[config.mk]
export PLATFORM = sky130hd
export DESIGN_NAME = lru_replacement_tracker
export DESIGN_NICKNAME = d
export VERILOG_FILES = /design/src/hw/rtl/lrut_pkg.sv /design/src/hw/rtl/lrut_ctrl.sv /design/src/hw/rtl/lrut_dp.sv /design/src/hw/rtl/lru_replacement_tracker.sv
export SDC_FILE = /design/constraint.sdc
export NUM_CORES = 1
export LEC_CHECK = 0
export BUFFER_PORTS_ARGS = -buffer_cell sky130_fd_sc_hd__buf_2
export CAP_MARGIN = 20
export CORE_ASPECT_RATIO = 1.2
export CORE_MARGIN = 10
export CORE_UTILIZATION = 50
export DETAILED_ROUTE_END_ITERATION = 12
export GPL_ROUTABILITY_DRIVEN = 1
export PLACE_DENSITY = 0.66
export SLEW_MARGIN = 15
export SYNTH_ARGS = -nofsm -noshare
export SYNTH_HDL_FRONTEND = slang
export SYNTH_SLANG_ARGS = --single-unit
[constraint.sdc]
create_clock -name clk -period 5.2 [get_ports clk]
set_input_delay 0.78 -clock clk [delete_from_list [all_inputs] [get_ports clk]]
set_output_delay 0.78 -clock clk [all_outputs]
set_load 0.01 [all_outputs]
[src/hw/rtl/lrut_pkg.sv]
// lrut_pkg: shared types and constants for the LRU replacement tracker.
// Holds operation and status codes, FSM states and the control/status
// structs between lrut_ctrl and lrut_dp. No dependencies.
`default_nettype none

package lrut_pkg;

  localparam int FUNC_W = 2;
  localparam int KEY_W  = 16;
  localparam int STAT_W = 2;
  localparam int CNT_W  = 5;

  typedef enum logic [FUNC_W-1:0] {
    FN_INSERT = 2'd0,
    FN_VICTIM = 2'd1,
    FN_ERASE  = 2'd2
  } func_e_t;

  typedef enum logic [STAT_W-1:0] {
    ST_OK   = 2'd0,
    ST_MISS = 2'd1,
    ST_FULL = 2'd2
  } status_t;

  typedef enum logic [1:0] {
    S_IDLE,
    S_SCAN,
    S_SHIFT,
    S_RESP
  } state_t;

  // controller -> datapath
  typedef struct packed {
    logic    load;         // latch input word, restart read pointer
    logic    rd;           // issue list read at pointer, advance pointer
    logic    start_shift;  // hit: pointer to hit position + 1
    logic    shift_wr;     // move returned entry down one slot
    logic    wr_new;       // append key at tail, count + 1
    logic    wr_touch;     // write key into last slot, count unchanged
    logic    dec;          // count - 1
    logic    st_ld;        // capture status code
    status_t st_code;
    logic    out_load;     // load output word registers
  } cmd_t;

  // datapath -> controller
  typedef struct packed {
    logic [FUNC_W-1:0] func;
    logic              hit;      // returned entry matches (any entry for victim)
    logic              rd_more;  // pointer still below count
    logic              pv;       // read data valid this cycle
    logic              full;
  } stat_t;

endpackage

`default_nettype wire

[src/hw/rtl/lrut_ctrl.sv]
// lrut_ctrl: operation sequencer for the LRU tracker (scan, shift, respond)
// and the output valid register. Depends on lrut_pkg; drives lrut_dp
// through lrut_pkg::cmd_t and observes lrut_pkg::stat_t.
`default_nettype none

module lrut_ctrl (
  input  wire logic           clk,
  input  wire logic           rst_n,
  input  wire logic           in_valid,
  output logic                in_stall,
  output logic                out_valid,
  input  wire logic           out_stall,
  input  wire lrut_pkg::stat_t stat,
  output lrut_pkg::cmd_t      cmd
);

  lrut_pkg::state_t state_r, state_nxt;
  logic             out_valid_r, out_valid_nxt;

  always_ff @(posedge clk) begin
    if (!rst_n) begin
      state_r     <= lrut_pkg::S_IDLE;
      out_valid_r <= 1'b0;
    end else begin
      state_r     <= state_nxt;
      out_valid_r <= out_valid_nxt;
    end
  end

  always_comb begin
    cmd           = '0;
    cmd.st_code   = lrut_pkg::ST_MISS;
    state_nxt     = state_r;
    out_valid_nxt = out_valid_r & out_stall;
    case (state_r)
      lrut_pkg::S_IDLE: begin
        if (in_valid) begin
          cmd.load  = 1'b1;
          state_nxt = lrut_pkg::S_SCAN;
        end
      end
      lrut_pkg::S_SCAN: begin
        case (stat.func)
          lrut_pkg::FN_INSERT, lrut_pkg::FN_VICTIM, lrut_pkg::FN_ERASE: begin
            if (stat.hit) begin
              cmd.start_shift = 1'b1;
              state_nxt       = lrut_pkg::S_SHIFT;
            end else if (stat.rd_more) begin
              cmd.rd = 1'b1;
            end else if (!stat.pv) begin
              // list exhausted without a match
              cmd.st_ld = 1'b1;
              state_nxt = lrut_pkg::S_RESP;
              if (stat.func == lrut_pkg::FN_INSERT) begin
                if (stat.full) begin
                  cmd.st_code = lrut_pkg::ST_FULL;
                end else begin
                  cmd.wr_new  = 1'b1;
                  cmd.st_code = lrut_pkg::ST_OK;
                end
              end
            end
          end
          default: begin
            cmd.st_ld = 1'b1;
            state_nxt = lrut_pkg::S_RESP;
          end
        endcase
      end
      lrut_pkg::S_SHIFT: begin
        cmd.shift_wr = 1'b1;
        if (stat.rd_more) begin
          cmd.rd = 1'b1;
        end else if (!stat.pv) begin
          // gap closed; a touched key goes back in at the tail
          if (stat.func == lrut_pkg::FN_INSERT) begin
            cmd.wr_touch = 1'b1;
          end else begin
            cmd.dec = 1'b1;
          end
          cmd.st_ld   = 1'b1;
          cmd.st_code = lrut_pkg::ST_OK;
          state_nxt   = lrut_pkg::S_RESP;
        end
      end
      lrut_pkg::S_RESP: begin
        if (!out_valid_r || !out_stall) begin
          cmd.out_load  = 1'b1;
          out_valid_nxt = 1'b1;
          state_nxt     = lrut_pkg::S_IDLE;
        end
      end
      default: begin
        state_nxt = lrut_pkg::S_IDLE;
      end
    endcase
  end

  assign in_stall  = (state_r != lrut_pkg::S_IDLE);
  assign out_valid = out_valid_r;

  // a pending output word is never overwritten
  a_out_load_free: assert property (@(posedge clk) disable iff (!rst_n)
    cmd.out_load |-> (!out_valid_r || !out_stall))
    else $error("output word overwritten while stalled");

  // no result can appear the cycle right after an input is taken
  a_no_instant_result: assert property (@(posedge clk) disable iff (!rst_n)
    (in_valid && !in_stall) |=> !$rose(out_valid_r))
    else $error("result raised directly after accept");

  // a shift only starts from a returned read
  a_shift_from_read: assert property (@(posedge clk) disable iff (!rst_n)
    cmd.start_shift |-> stat.pv)
    else $error("shift started without read data");

endmodule

`default_nettype wire

[src/hw/rtl/lrut_dp.sv]
// lrut_dp: datapath of the LRU tracker: ordered key list memory, read
// pointer, entry count, key compare and output word registers.
// Depends on lrut_pkg; commanded by lrut_ctrl.
`default_nettype none

module lrut_dp #(
  parameter int ENTRIES  = 16,
  parameter int KEY_BITS = 16
) (
  input  wire logic                            clk,
  input  wire logic                            rst_n,
  input  wire logic [lrut_pkg::FUNC_W-1:0]     in_func,
  input  wire logic [lrut_pkg::KEY_W-1:0]      in_key,
  input  wire lrut_pkg::cmd_t                  cmd,
  output lrut_pkg::stat_t                      stat,
  output logic [lrut_pkg::STAT_W-1:0]          out_status,
  output logic [lrut_pkg::KEY_W-1:0]           out_victim_key,
  output logic [lrut_pkg::CNT_W-1:0]           out_entry_count
);

  localparam int IW     = $clog2(ENTRIES);
  localparam int CW     = $clog2(ENTRIES + 1);
  localparam int KW_EXT = (KEY_BITS > lrut_pkg::KEY_W) ? KEY_BITS : lrut_pkg::KEY_W;
  localparam int CW_EXT = (CW > lrut_pkg::CNT_W) ? CW : lrut_pkg::CNT_W;

  // list memory: slot 0 least recent, slot count-1 most recent
  logic [KEY_BITS-1:0] mem [ENTRIES];

  logic [lrut_pkg::FUNC_W-1:0] func_r;
  logic [KEY_BITS-1:0]         key_r;
  logic [CW-1:0]               count_r;
  logic [CW-1:0]               ptr_r;
  logic                        pv_r;
  logic [IW-1:0]               pidx_r;
  logic [KEY_BITS-1:0]         rd_data_r;
  logic [lrut_pkg::KEY_W-1:0]  victim_r;
  lrut_pkg::status_t           status_r;

  logic [KW_EXT-1:0]   key_ext;
  logic [KW_EXT-1:0]   rd_ext;
  logic [CW_EXT-1:0]   cnt_ext;
  logic [CW-1:0]       cnt_m1;
  logic                wr_en;
  logic [IW-1:0]       wr_addr;
  logic [KEY_BITS-1:0] wr_data;

  assign key_ext = KW_EXT'(in_key);
  assign rd_ext  = KW_EXT'(rd_data_r);
  assign cnt_ext = CW_EXT'(count_r);
  assign cnt_m1  = count_r - CW'(1);

  always_comb begin
    wr_en   = 1'b0;
    wr_addr = count_r[IW-1:0];
    wr_data = key_r;
    if (cmd.shift_wr && pv_r) begin
      wr_en   = 1'b1;
      wr_addr = pidx_r - IW'(1);
      wr_data = rd_data_r;
    end else if (cmd.wr_new) begin
      wr_en = 1'b1;
    end else if (cmd.wr_touch) begin
      wr_en   = 1'b1;
      wr_addr = cnt_m1[IW-1:0];
    end
  end

  always_ff @(posedge clk) begin
    if (wr_en) begin
      mem[wr_addr] <= wr_data;
    end
  end

  always_ff @(posedge clk) begin
    if (cmd.rd) begin
      rd_data_r <= mem[ptr_r[IW-1:0]];
      pidx_r    <= ptr_r[IW-1:0];
    end
  end

  // control state
  always_ff @(posedge clk) begin
    if (!rst_n) begin
      count_r <= '0;
      ptr_r   <= '0;
      pv_r    <= 1'b0;
    end else begin
      pv_r <= cmd.rd;
      if (cmd.load) begin
        ptr_r <= '0;
      end else if (cmd.start_shift) begin
        ptr_r <= CW'(pidx_r) + CW'(1);
      end else if (cmd.rd) begin
        ptr_r <= ptr_r + CW'(1);
      end
      if (cmd.wr_new) begin
        count_r <= count_r + CW'(1);
      end else if (cmd.dec) begin
        count_r <= cnt_m1;
      end
    end
  end

  // payload
  always_ff @(posedge clk) begin
    if (cmd.load) begin
      func_r   <= in_func;
      key_r    <= key_ext[KEY_BITS-1:0];
      victim_r <= '0;
    end else if (cmd.start_shift && func_r == lrut_pkg::FN_VICTIM) begin
      victim_r <= rd_ext[lrut_pkg::KEY_W-1:0];
    end
    if (cmd.st_ld) begin
      status_r <= cmd.st_code;
    end
    if (cmd.out_load) begin
      out_status      <= status_r;
      out_victim_key  <= victim_r;
      out_entry_count <= cnt_ext[lrut_pkg::CNT_W-1:0];
    end
  end

  always_comb begin
    stat.func    = func_r;
    stat.pv      = pv_r;
    stat.hit     = pv_r && (func_r == lrut_pkg::FN_VICTIM || rd_data_r == key_r);
    stat.rd_more = (ptr_r < count_r);
    stat.full    = (count_r == CW'(ENTRIES));
  end

  a_count_bound: assert property (@(posedge clk) disable iff (!rst_n)
    count_r <= CW'(ENTRIES))
    else $error("entry count above capacity");

  // shifted entries always land inside the live list
  a_shift_in_list: assert property (@(posedge clk) disable iff (!rst_n)
    (cmd.shift_wr && pv_r) |-> (CW'(pidx_r) < count_r && pidx_r != '0))
    else $error("shift write outside live entries");

endmodule

`default_nettype wire

[src/hw/rtl/lru_replacement_tracker.sv]
// lru_replacement_tracker: exact LRU order tracker over up to ENTRIES keys.
// Input channel in_valid/in_stall carries a word {in_func, in_key}:
//   insert/touch moves or appends the key at the most-recent end,
//   victim pops the least-recent key, erase removes the given key.
// Output channel out_valid/out_stall returns one word per input:
//   out_status (ok / empty or not found / full), out_victim_key, out_entry_count.
// One operation is in flight at a time. The list sits in a memory with one
// read and one write port and is walked one entry per cycle: a scan to find
// the key, then a shift to close the gap, then a respond step that loads the
// output register and returns to idle. A new word is taken only in idle,
// so one operation must finish before the next word is accepted.
// The next word is accepted once the previous result sits in the output
// register, even while the receiver stalls it; if a new result is ready
// while the old one is still stalled, the tracker holds in its respond step.
// Synchronous active-low reset empties the list (count zero); the list
// memory itself is not cleared and needs no clearing pass.
// Depends on lrut_pkg, lrut_ctrl, lrut_dp.
`default_nettype none

module lru_replacement_tracker #(
  parameter int ENTRIES  = 16,
  parameter int KEY_BITS = 16
) (
  input  wire logic                         clk,
  input  wire logic                         rst_n,
  input  wire logic                         in_valid,
  output logic                              in_stall,
  input  wire logic [lrut_pkg::FUNC_W-1:0]  in_func,
  input  wire logic [lrut_pkg::KEY_W-1:0]   in_key,
  output logic                              out_valid,
  input  wire logic                         out_stall,
  output logic [lrut_pkg::STAT_W-1:0]       out_status,
  output logic [lrut_pkg::KEY_W-1:0]        out_victim_key,
  output logic [lrut_pkg::CNT_W-1:0]        out_entry_count
);

  lrut_pkg::cmd_t  cmd;
  lrut_pkg::stat_t stat;

  lrut_ctrl u_ctrl (
    .clk       (clk),
    .rst_n     (rst_n),
    .in_valid  (in_valid),
    .in_stall  (in_stall),
    .out_valid (out_valid),
    .out_stall (out_stall),
    .stat      (stat),
    .cmd       (cmd)
  );

  lrut_dp #(
    .ENTRIES  (ENTRIES),
    .KEY_BITS (KEY_BITS)
  ) u_dp (
    .clk             (clk),
    .rst_n           (rst_n),
    .in_func         (in_func),
    .in_key          (in_key),
    .cmd             (cmd),
    .stat            (stat),
    .out_status      (out_status),
    .out_victim_key  (out_victim_key),
    .out_entry_count (out_entry_count)
  );

endmodule

`default_nettype wire

## Word-level counts from Yosys, hierarchy flattened

Memory sizes are Yosys's and may differ from the RTL's. A register that Yosys moved wholly into a read port is not among the register bits.
Cells that the tools add are included.

- Bits in registers: 77
- Bits in writable memories: 256
- Output and inout bits: 25
- Logic and storage cells: 99
- Memories kept: 1

Memory list:

| name | words | bits a word | read ports | clocked after Yosys merged registers in | write ports | line | source |
|---|---|---|---|---|---|---|---|
| u_dp.mem | 16 | 16 | 1 | 1 | 1 | lrut_dp.sv:27 | `logic [KEY_BITS-1:0] mem [ENTRIES];` |

- $add $sub $neg: 5
- Order comparisons: 1
- Equal/unequal tests: 9
- Multiplexer cells: 53
- Bitwise operators: 2
- Reductions and logical operators: 15

Operator list:

| cell | number |
|---|---|
| 5-bit two-way mux | 6 |
| 1-bit two-way mux | 26 |
| 2-bit two-way mux | 11 |
| 16-bit equality test | 1 |
| 16-bit two-way mux | 1 |
| 4-bit two-way mux | 3 |
| 5-bit by 1-bit adder with 5-bit output, second input constant | 2 |
| 3-bit two-way mux | 3 |
| 2-bit case mux with 4 select lines | 1 |
| 2-bit equality test, second input constant | 3 |
| 3-bit case mux with 2 select lines | 1 |
| 2-bit nonzero test | 3 |
| 4-bit by 1-bit adder with 5-bit output, second input constant | 1 |
| 5-bit equality test, second input constant | 1 |
| 5-bit < comparator | 1 |
| 5-bit by 1-bit subtractor with 5-bit output, second input constant | 1 |
| 2-bit by 1-bit equality test with 1-bit output, second input constant | 2 |
| 2-bit logical NOT | 2 |
| 4-bit by 1-bit subtractor with 4-bit output, second input constant | 1 |
| 1-bit logical AND | 3 |
| 3-bit OR reduction | 1 |
| 1-bit logical NOT | 2 |
| 1-bit logical OR | 2 |
| 2-bit by 1-bit inequality test with 1-bit output, second input constant | 1 |
| other kinds (6) | 6 |

## Logic depth before layout (Yosys ltp)

Gate-level depths: netlist of the first run.

- Depth in word-level cells: 12
- Gate-level depth with buffers: 11
- Depth with buffers taken out: 10

## Hierarchy

A second synthesis of the first run with hierarchy kept.

- Cell total of the unflattened synthesis: 718
- Area, all modules: 13792.0 µm²

Modules (own cells, without submodules):

| module | times used | cells an instance | area each (µm²) | sequential area each (µm²) |
|---|---|---|---|---|
| lrut_dp | 1 | 671 | 13441.6 | 10119.7 |
| lrut_ctrl | 1 | 47 | 350.3 | 60.1 |

## Worst setup path before layout of the first run

OpenSTA, ideal clock, no wires.

- Path type: register to register
- Start: register u_dp.count_r[4] (netlist: u_dp.cnt_ext[4])
- End: memory u_dp.mem[3][0] (enable)
- Library setup time: 0.409 ns
- Data arrival time: 3.046 ns
- Data required time: 4.791 ns
- Setup slack: 1.745 ns
- Cell stages (with the launch flop): 9
- Buffers on the path: 0
- Clock period less this slack: 3.455 ns
- Cell sequence: dfxtp_1 > inv_1 > ha_1 > a21oi_1 > nand2_1 > a22oi_4 > mux2i_1 > o311ai_1 > nor3_1

- Word-level cells in the longest chain between the ends: 12
- Elaborated cells between the ends (all ways): 19
- Those cells by class: order compare (1); eq/ne (1); mux (17)

RTL lines:

| what | line | source |
|---|---|---|
| start: declaration | lrut_dp.sv:31 | `logic [CW-1:0] count_r;` |
| start signal: assignment | lrut_dp.sv:97 | `count_r <= count_r + CW'(1);` |
| start signal: assignment | lrut_dp.sv:99 | `count_r <= cnt_m1;` |
| 5-bit equality test | lrut_dp.sv:128 | `stat.full = (count_r == CW'(ENTRIES));` |
| 1-bit two-way mux | lrut_ctrl.sv:55 | `if (stat.full) begin` |
| 1-bit two-way mux | lrut_ctrl.sv:54 | `if (stat.func == lrut_pkg::FN_INSERT) begin` |
| 1-bit two-way mux | lrut_ctrl.sv:50 | `end else if (!stat.pv) begin` |
| 1-bit two-way mux | lrut_ctrl.sv:48 | `end else if (stat.rd_more) begin` |
| 1-bit two-way mux | lrut_ctrl.sv:45 | `if (stat.hit) begin` |
| 1-bit two-way mux | lrut_ctrl.sv:43 | `case (stat.func)` |
| 1-bit two-way mux | lrut_ctrl.sv:35 | `case (state_r)` |
| 1-bit two-way mux | lrut_dp.sv:60 | `end else if (cmd.wr_new) begin` |
| 1-bit two-way mux | lrut_dp.sv:56 | `if (cmd.shift_wr && pv_r) begin` |
| 1-bit two-way mux | lrut_dp.sv:69 | `if (wr_en) begin` |
| 1-bit two-way mux (not written as such) | lrut_dp.sv:70 | `mem[wr_addr] <= wr_data;` |
| end: declaration | lrut_dp.sv:27 |  |

Several ways; a longest one is shown, not always the timed one.

## Worst setup path after layout of the first run

- Start: register u_ctrl.state_r[1]
- End: register u_dp.ptr_r[4]

- Word-level cells in the longest chain between the ends: 3
- Elaborated cells between the ends (all ways): 9
- Those cells by class: eq/ne (2); mux (4); reduce/logical (3)

RTL lines:

| what | line | source |
|---|---|---|
| start: declaration | lrut_ctrl.sv:17 | `lrut_pkg::state_t state_r, state_nxt;` |
| start signal: assignment | lrut_ctrl.sv:22 | `state_r <= lrut_pkg::S_IDLE;` |
| start signal: assignment | lrut_ctrl.sv:25 | `state_r <= state_nxt;` |
| 2-bit equality test (tied with other cells) | lrut_ctrl.sv:35 |  |
| 1-bit case mux with 2 select lines / 1-bit two-way mux (equally long branches) | lrut_ctrl.sv:35 |  |
| 2-bit nonzero test (no source line) (tied with other cells) | n/a |  |
| end signal: assignment | lrut_dp.sv:92 | `ptr_r <= CW'(pidx_r) + CW'(1);` |
| end signal: assignment | lrut_dp.sv:94 | `ptr_r <= ptr_r + CW'(1);` |
| end: declaration | lrut_dp.sv:32 | `logic [CW-1:0] ptr_r;` |

Several ways; a longest one is shown, not always the timed one.
A chain may end at the register's enable or synchronous reset.

==> results of run 1 <==
==> logic make-up after synthesis <==
| kind of cell | synth area share |
|---|---|
| XOR/XNOR | 0.0167 |
| adder cells (fa/ha/maj) | 0.0124 |
| flip-flops | 0.720 |
| AO/OA/AOI/OAI | 0.0422 |
| multiplexers | 0.130 |
| AND/OR/NAND/NOR | 0.0611 |
| buffers and inverters | 0.0172 |
==> final cells by class <==
class,count,share of cell area
Tap cell,379,0.0295
Clock inverter,17,0.0125
Timing Repair Buffer,68,0.0251
Multi-Input combinational cell,391,0.237
Sequential cell,349,0.634
Inverter,17,0.00397
Clock buffer,46,0.0589
==> synth_stat cells, types with 5 or more instances <==
library cell               count  area share
sky130_fd_sc_hd__o21ai_0      10      0.0035
sky130_fd_sc_hd__dfxtp_1      30       0.042
sky130_fd_sc_hd__ha_1         14       0.012
sky130_fd_sc_hd__a21oi_1      30       0.011
sky130_fd_sc_hd__a21boi_0      5      0.0027
sky130_fd_sc_hd__nor4_1        6      0.0027
sky130_fd_sc_hd__xor2_1       20       0.012
sky130_fd_sc_hd__nor3_1       19      0.0067
sky130_fd_sc_hd__nand2_1     101       0.027
sky130_fd_sc_hd__mux4_2       80        0.13
sky130_fd_sc_hd__edfxtp_1    319        0.68
sky130_fd_sc_hd__nor2_1       21      0.0056
sky130_fd_sc_hd__clkbuf_1     18      0.0048
sky130_fd_sc_hd__buf_1         5      0.0013
sky130_fd_sc_hd__xnor2_1       7      0.0043
sky130_fd_sc_hd__inv_1        17      0.0045
sky130_fd_sc_hd__nand4_1       7      0.0031
sky130_fd_sc_hd__nand3_1       9      0.0032
sky130_fd_sc_hd__buf_2         7      0.0025
==> placed cells by master (no fill, tap or decap), types with 2 or more instances in the layout <==
master                       netlist  final
sky130_fd_sc_hd__edfxtp_1        319    319
sky130_fd_sc_hd__nand2_1         101    101
sky130_fd_sc_hd__mux4_2           80     80
sky130_fd_sc_hd__buf_2             7     46
sky130_fd_sc_hd__clkbuf_16         0     35
sky130_fd_sc_hd__a21oi_1          30     30
sky130_fd_sc_hd__dfxtp_1          30     28
sky130_fd_sc_hd__nor2_1           21     21
sky130_fd_sc_hd__buf_4             1     21
sky130_fd_sc_hd__xor2_1           20     20
sky130_fd_sc_hd__inv_1            17     17
sky130_fd_sc_hd__nor3_2            0     16
sky130_fd_sc_hd__ha_1             14     14
sky130_fd_sc_hd__o21ai_0          10     10
sky130_fd_sc_hd__nand3_1           9      9
sky130_fd_sc_hd__clkbuf_1         18      8
sky130_fd_sc_hd__nand4_1           7      7
sky130_fd_sc_hd__xnor2_1           7      7
sky130_fd_sc_hd__nor4_1            6      6
sky130_fd_sc_hd__clkinv_1          0      6
sky130_fd_sc_hd__a21o_1            4      4
sky130_fd_sc_hd__o311a_1           4      4
sky130_fd_sc_hd__a21boi_0          5      4
sky130_fd_sc_hd__nor3_1           19      3
sky130_fd_sc_hd__and2_1            4      3
sky130_fd_sc_hd__clkbuf_8          0      3
sky130_fd_sc_hd__bufinv_16         0      3
sky130_fd_sc_hd__and3_1            2      2
sky130_fd_sc_hd__mux2i_1           2      2
sky130_fd_sc_hd__o211ai_1          2      2
sky130_fd_sc_hd__a311o_1           2      2
sky130_fd_sc_hd__o311ai_0          2      2
sky130_fd_sc_hd__o211a_1           2      2
sky130_fd_sc_hd__a211o_1           2      2
sky130_fd_sc_hd__a211oi_1          2      2
sky130_fd_sc_hd__clkinv_2          0      2
sky130_fd_sc_hd__clkinvlp_4        0      2
==> state kept, by name, indices dropped and copies added, names as in the netlist, 4 cells and up <==
name / flops
u_dp.mem: 256
u_dp.key_r: 16
u_dp.out_victim_key: 16
u_dp.rd_data_r: 16
u_dp.victim_r: 16
u_dp.cnt_ext: 5
u_dp.out_entry_count: 5
u_dp.ptr_r: 5
u_dp.pidx_r: 4
==> metrics by stage <==
stage               cells  power, uW   util  cell area, um2
global route         1267       6560  0.576           16100
detailed placement   1203       3910  0.534           14900
CTS                  1266       6380  0.575           16100
finish               1267       6340  0.576           16100
floorplan             793       3700      -           14100
global placement     1203       3890  0.534           14900
==> worst paths after layout <==
kind,startpoint,endpoint,slack (ns),cells past startpoint
worst max-delay path,u_ctrl.state_r[1],u_dp.ptr_r[4],1.92,10
worst min-delay path,u_dp.status_r[1],u_dp.out_status[1],0.42,0
worst max register to register,u_ctrl.state_r[1],u_dp.ptr_r[4],1.92,10
worst min register to register,u_dp.status_r[1],u_dp.out_status[1],0.42,0
==> worst max-delay path, delay by kind of cell (launching register included) <==
family | cells | cell delay (ns)
DFF | 1 | 0.34
AOI/OAI and AO/OA | 4 | 0.81
and+or+nand+nor | 2 | 0.75
muxes | 1 | 0.38
buffers and inverters | 1 | 0.13
adders and majority gates | 2 | 0.75
==> routing by layer <==
metal | share of wire | GRT usage
met1 | 0.40 | 0.229
met2 | 0.48 | 0.290
met3 | 0.081 | 0.0447
met4 | 0.036 | 0.0715
met5 | 0.00041 | 0
==> power by group through the flow <==
| stage | Sequential (uW) | Combinational, uW | Clock, uW |
|---|---|---|---|
| finish | 3280 | 586 | 2470 |
| global route | 3290 | 631 | 2640 |
| CTS | 3280 | 579 | 2520 |
| detailed placement | 3340 | 576 | 0 |
| global placement | 3340 | 555 | 0 |
| floorplan | 3300 | 398 | 0 |
==> run summary, run 1 <==
The fill cell instance count of the final layout came out at between 2000 and 2500. The flow ran to the end, and the final reports show no timing, DRC or antenna violations. The leakage power total came out at 0.00515 uW. The net switching power is between 1000 and 1500 uW.

The critical path arrival is 3.69 ns. The clock net in this run drives a total of 349 sinks. After synthesis the cells add up to 14100 um2. The kind of start point of the critical path is a flip-flop. The area growth from synthesis to layout is 13.7%. In the finished design, the share of the clock period the worst path needs comes to 0.631. The signal on the critical path passes through inv_1, ha_1, nand2_1, or2_1, o31ai_4, mux2_1, ha_1, a311o_1, o21ai_0, a21oi_1. The clock network latency to the later pin of the worst-skew pair came out at around 0.53 ns.

For the pin with the worst max-slew slack, the measured transition is 1.01 ns. Timing analysis after detailed placement gives a worst setup slack of between 1.5 and 2 ns. The number of hold-slack violations in the final timing report came out at 0.

The starting density of the core came out at 0.507. The final weighted congestion of routability-driven global placement came out at 0.880. The number of buffers added by the clock tree synthesis step came out at 35. The combinational share of power came out at 0.093. Setup repair after global routing left no endpoint under its margin. The number of enable-type register cells in the synthesized netlist is about 320. The number of antenna repair diodes is 0. The number of maximum-capacitance violations is 0.

The clock-pin slew reported for the worst setup and hold paths after clock tree synthesis came out at ~0.060 ns. The die covers 35400 um2. The first-pass GRT wire length came out at 47.8 mm. The initial antenna violation count is 1.

The fraction of power spent switching nets is 0.235. Hold is met by roughly 0.42 ns. The pin count of the biggest net entering global routing is just under 70. The overall die height came out at 204 um. The worst setup skew after layout came out at 0.0155 ns. The total vias in the final route came out at 7429. The Yosys warning count came out at 0. The maximum number of buffers from clock root to sink is 3. The first detailed-routing pass ran for 5 iterations. TritonCTS built the clock tree.

The global-route congestion overflow total is 0. The cell-internal power came out at 4850 uW. The total of hold buffers inserted after clock tree synthesis came out at 0. The register share of total power is 0.518. The most used flip-flop cell after synthesis is sky130_fd_sc_hd__edfxtp_1. The number of buffers added for setup after CTS is 0. The count of pins on the block boundary is 47.

The standard cell core area came out at 27900 um2. Setup violations remaining at the end of the flow were counted as 0. The sum of net half-perimeters after detailed placement is 21.0 mm. In the final routed layout, each cell accounts on average for 24.9 um.

The relative slew slack came out at 0.328. The H-tree was split into 2 levels. Across the VDD grid, the largest voltage drop is 239 uV. The setup path with the least slack is of type reg -> reg. The synthesized instance count is 793. The total area of sequential cells came out at 10200 um2. The number of cell rows came out at 67. The fraction of registers with async set/reset is 0. The number of input and output port buffers inserted is 46. The type of destination of the critical path is a flip-flop. The maximum cell stage delay along the critical path came out at ~0.5 ns.

The floorplan step set the die width to 174 um. After routing, the total negative slack on setup checks comes to 0 ns. Post-CTS repair changed the size of 0 cells.

The net count reported at finish is 898. Among the stages of the critical path, the cell type that occurs most often is sky130_fd_sc_hd__ha_1. The worst path needs 3.28 ns of the cycle, external delays included. The remaining antenna violation count is 0. The maximum net fanout on the critical path is 17. The post-synthesis average cell area is 17.8 um2. The min-delay analysis places its worst path in the category reg -> reg.

The post-synthesis sequential element count came out at 349. When the netlist entered floorplanning its net count stood at 829. For this run, the total global-route usage over all layers was measured as 0.179. The fraction of final layout cells with drive strength greater than 1 is 0.261.

The number of DRC markers after the initial detailed-route iteration is 814. The final layout contains routed wiring with a total length of between 30 and 40 mm. The power density over the cells came out at 394 nW/um2. The data required time of the worst path is around 5.6 ns. The number of distinct standard cells referenced by the synthesized netlist came out at 67. The final-report max-slew violation count came out at 0. The cell sitting at the root of the clock tree is a sky130_fd_sc_hd__clkbuf_16.

The multi-input combinational cells in the finished layout cover a total of 3800 um2. Based on the critical path, the design can be clocked at up to 305 MHz. The sequential area share after synthesis is 0.720.

The post-detailed-route via-to-cell ratio is 5.86. The slack of the critical path came out at 1.92 ns. The number of global-route vias before repair came out at approximately 7600. The detailed-route DRC error count is 0. The clock network fraction of total power came out at 0.390. The slowest stage of the critical path is the sky130_fd_sc_hd__ha_1 cell.
No activity file was read; power rests on OpenSTA's default activity.
==> run 2, diff against run 1 <==
Settings changed: PLACE_DENSITY 0.66 to 0.69.
Clock period 5.2 ns to 2.8 ns, I/O delays scaled along.
==> run summary, run 2 (synthesis gave the netlist of run 1 again) <==
The starting density of the core is 0.507. The final setup violation count came out at 0. The total of hold buffers inserted after clock tree synthesis came out at 0.

The TritonCTS clock tree is built. The number of placed instances, taps included, is 1234. The die boundary width is 174 um.

The net count reported at finish came out at 933. The library cell used most frequently in the layout, excluding fill and tap cells, is sky130_fd_sc_hd__edfxtp_1. The cell sitting at the root of the clock tree is a sky130_fd_sc_hd__clkbuf_16.

The initial antenna violation count is 0. The kind of start point of the critical path is a flip-flop. Setup repair after global routing could not meet its margin everywhere.

Along the worst path, the maximum fanout reaches 16. The final-report max-slew violation count is 0. The worst hold path class is in -> reg. The number of input and output port buffers inserted is 46. The startpoint identified for the worst hold timing path is in_key[0]. Summed over all cells, the static leakage comes to approximately 0.0054 uW.

For the worst-skew pair, the clock arrives at the later sink with an insertion delay of 0.53 ns. Data on the critical path arrives at its endpoint at 2.92 ns. The aggregate global-route resource usage is 0.169. The number of cell rows is 67. In this design, the stage delay of the slowest critical-path cell is roughly 0.45 ns. The slowest stage of the critical path is the sky130_fd_sc_hd__o32a_1 cell. The minimum period implied by the final worst setup slack is roughly 2.7 ns. The power density over the cells came out at 703 nW/um2. For hold timing, the worst endpoint is u_dp.key_r[0]. The data required time of the worst path came out at 3.02 ns.

The final weighted congestion of routability-driven global placement is 0.822. The number of DRC markers after the initial detailed-route iteration is a little over 700. The number of detailed-routing iterations run before antenna repair came out at 5. Walking the worst path, the cells encountered are inv_1, ha_1, buf_4, or3_1, o311a_1, o32a_1, nor3_4, buf_12. The setup path with the least slack is of type reg -> reg.

The routed length per placed instance is 23.1 um. Between clock sinks in the finished design, the worst skew comes to 0.0238 ns. The slack of the worst reg-to-reg path is between 0.1 and 0.15 ns.

Of the available clock period, the critical path in the final layout requires 0.963. The depth of the most critical reg-to-reg path came out at 8. The launching point of the worst reg2reg path is u_ctrl.state_r[1].

After global routing the overflow that remains totals 0. The detailed-route DRC error count is 0. The first-pass GRT wire length came out at between 40 and 50 mm.

The number of maximum-capacitance violations came out at 0. The sum of net half-perimeters after detailed placement is about 18 mm. The top cell types in the final layout, fill and taps aside, are sky130_fd_sc_hd__edfxtp_1 (319), sky130_fd_sc_hd__nand2_1 (100), sky130_fd_sc_hd__mux4_2 (80). u_dp.mem holds more flip-flops than any other register.

The count of pins on the block boundary is 47. The slack of the critical path is 0.104 ns. The number of H-tree branching levels is 2. In this run the deepest clock path goes through 3 buffers.

The fill cell instance count of the final layout is a little over 2000. The remaining antenna violation count came out at 0. The pin count of the biggest net entering global routing is 69. The total wire length after detailed routing is 30.1 mm.

The total vias in the final route came out at 7463. The run finished with clean final reports. In this run the critical register-to-register path is captured at u_dp.mem[3][3]. The actual slew at the worst max-slew pin is 0.997 ns.

The worst setup path is captured at a flip-flop. The number of hold-slack violations in the final timing report came out at 0. The standard cell core area is 27900 um2. The number of cells on the worst hold path came out at 1.

Relative to the synthesized area, the layout overhead comes to 17.9%. The relative slew slack came out at 0.335. Clock-pin slew was measured on the worst setup and hold paths at 0.06 ns. The worst-case IR drop observed on VDD is 404 uV. The die covers approximately 35000 um2. The worst slack after detailed placement is 0.0315 ns.

The final cell count without fillers is 1301. Based on the critical path, the design can be clocked at up to approximately 370 MHz. The number of buffers added by the clock tree synthesis step came out at 34. The number of antenna repair diodes came out at 0. The final core area utilization is 0.597.

The CTS sink count is 349. The fraction of final layout cells with drive strength greater than 1 came out at 0.299. The overall die height came out at 204 um. The number of flip-flops in the largest register came out at 256. The number of global-route vias before repair is between 7000 and 8000. After detailed routing, the number of vias per cell comes to 5.74.
## run 2: cell count changes in the layout (fill, tap and decap cells not counted), sizes merged
cell and change:
a22oi +1, buf +35, bufinv -1, clkbuf -2
clkinv -1, clkinvlp +1, inv +1
## run 2: through the flow
| step | total power (uW) | setup TNS [ns] | cell area [um2] | hold slack, ns |
|---|---|---|---|---|
| finish | 11700 | 0 | 16700 | 0.0656 |
| detailed placement | 7310 | 0 | 15400 | 0.413 |
| global placement | 7290 | 0 | 15400 | 0.405 |
| CTS | 11800 | 0 | 16500 | 0.0582 |
| floorplan | 6910 | -23.76 | 14300 | 0.400 |
| global route | 12100 | -0.116 | 16700 | 0.0467 |
## run 2: final cells by class
cell class	instances	area, um2	share of cell area
timing repair buffer	103	887	0.0532
sequential	349	10200	0.611
inverter	17	63.8	0.00383
tap	379	474	0.0285
clock buffer	44	951	0.0571
multi-input combinational	392	3950	0.237
clock inverter	17	154	0.00923
## run 2: worst max-delay path, delay by kind of cell (launching register included)
kind / cells / cell delay (ns)
flip-flops: 1 / 0.38
adder cells (fa/ha/maj): 1 / 0.27
AND/OR/NAND/NOR: 2 / 0.60
AO/OA/AOI/OAI: 2 / 0.61
buffers and inverters: 3 / 0.53
## run 2: worst max path at each step
| stage | cells past startpoint | endpoint | startpoint | slack (ns) |
|---|---|---|---|---|
| floorplan | 8 | u_dp.mem[13][0] | u_dp.cnt_ext[4] | -0.18 |
| global placement | 9 | u_dp.mem[15][15] | u_ctrl.state_r[1] | 0.01 |
| detailed placement | 9 | u_dp.mem[5][15] | u_ctrl.state_r[1] | 0.03 |
| CTS | 11 | u_dp.ptr_r[4] | u_dp.key_r[4] | 0.03 |
| global route | 12 | u_dp.ptr_r[4] | u_dp.key_r[15] | -0.08 |
| finish | 8 | u_dp.mem[3][3] | u_ctrl.state_r[1] | 0.10 |
## run 2: what timing repair did
item,in CTS,in global routing
pin swaps,0,8
gates cloned,0,1
buffers inserted,0,5
setup endpoints to repair,5,242
resized for setup,1,15
## run 2: where the power goes
part | internal (uW) | total (uW) | switching [uW]
sequential | 5960 | 6030 | 71.1
combinational | 443 | 1210 | 766
clock | 2600 | 4480 | 1880
total | 9010 | 11700 | 2720
## run 2: metal layers
layer  track usage  share of wire  vias up
li1              -              -     3354
met1         0.217           0.40     3813
met2         0.292           0.51      256
met3        0.0301          0.067       40
met4        0.0456          0.020        0
met5             0              0        -
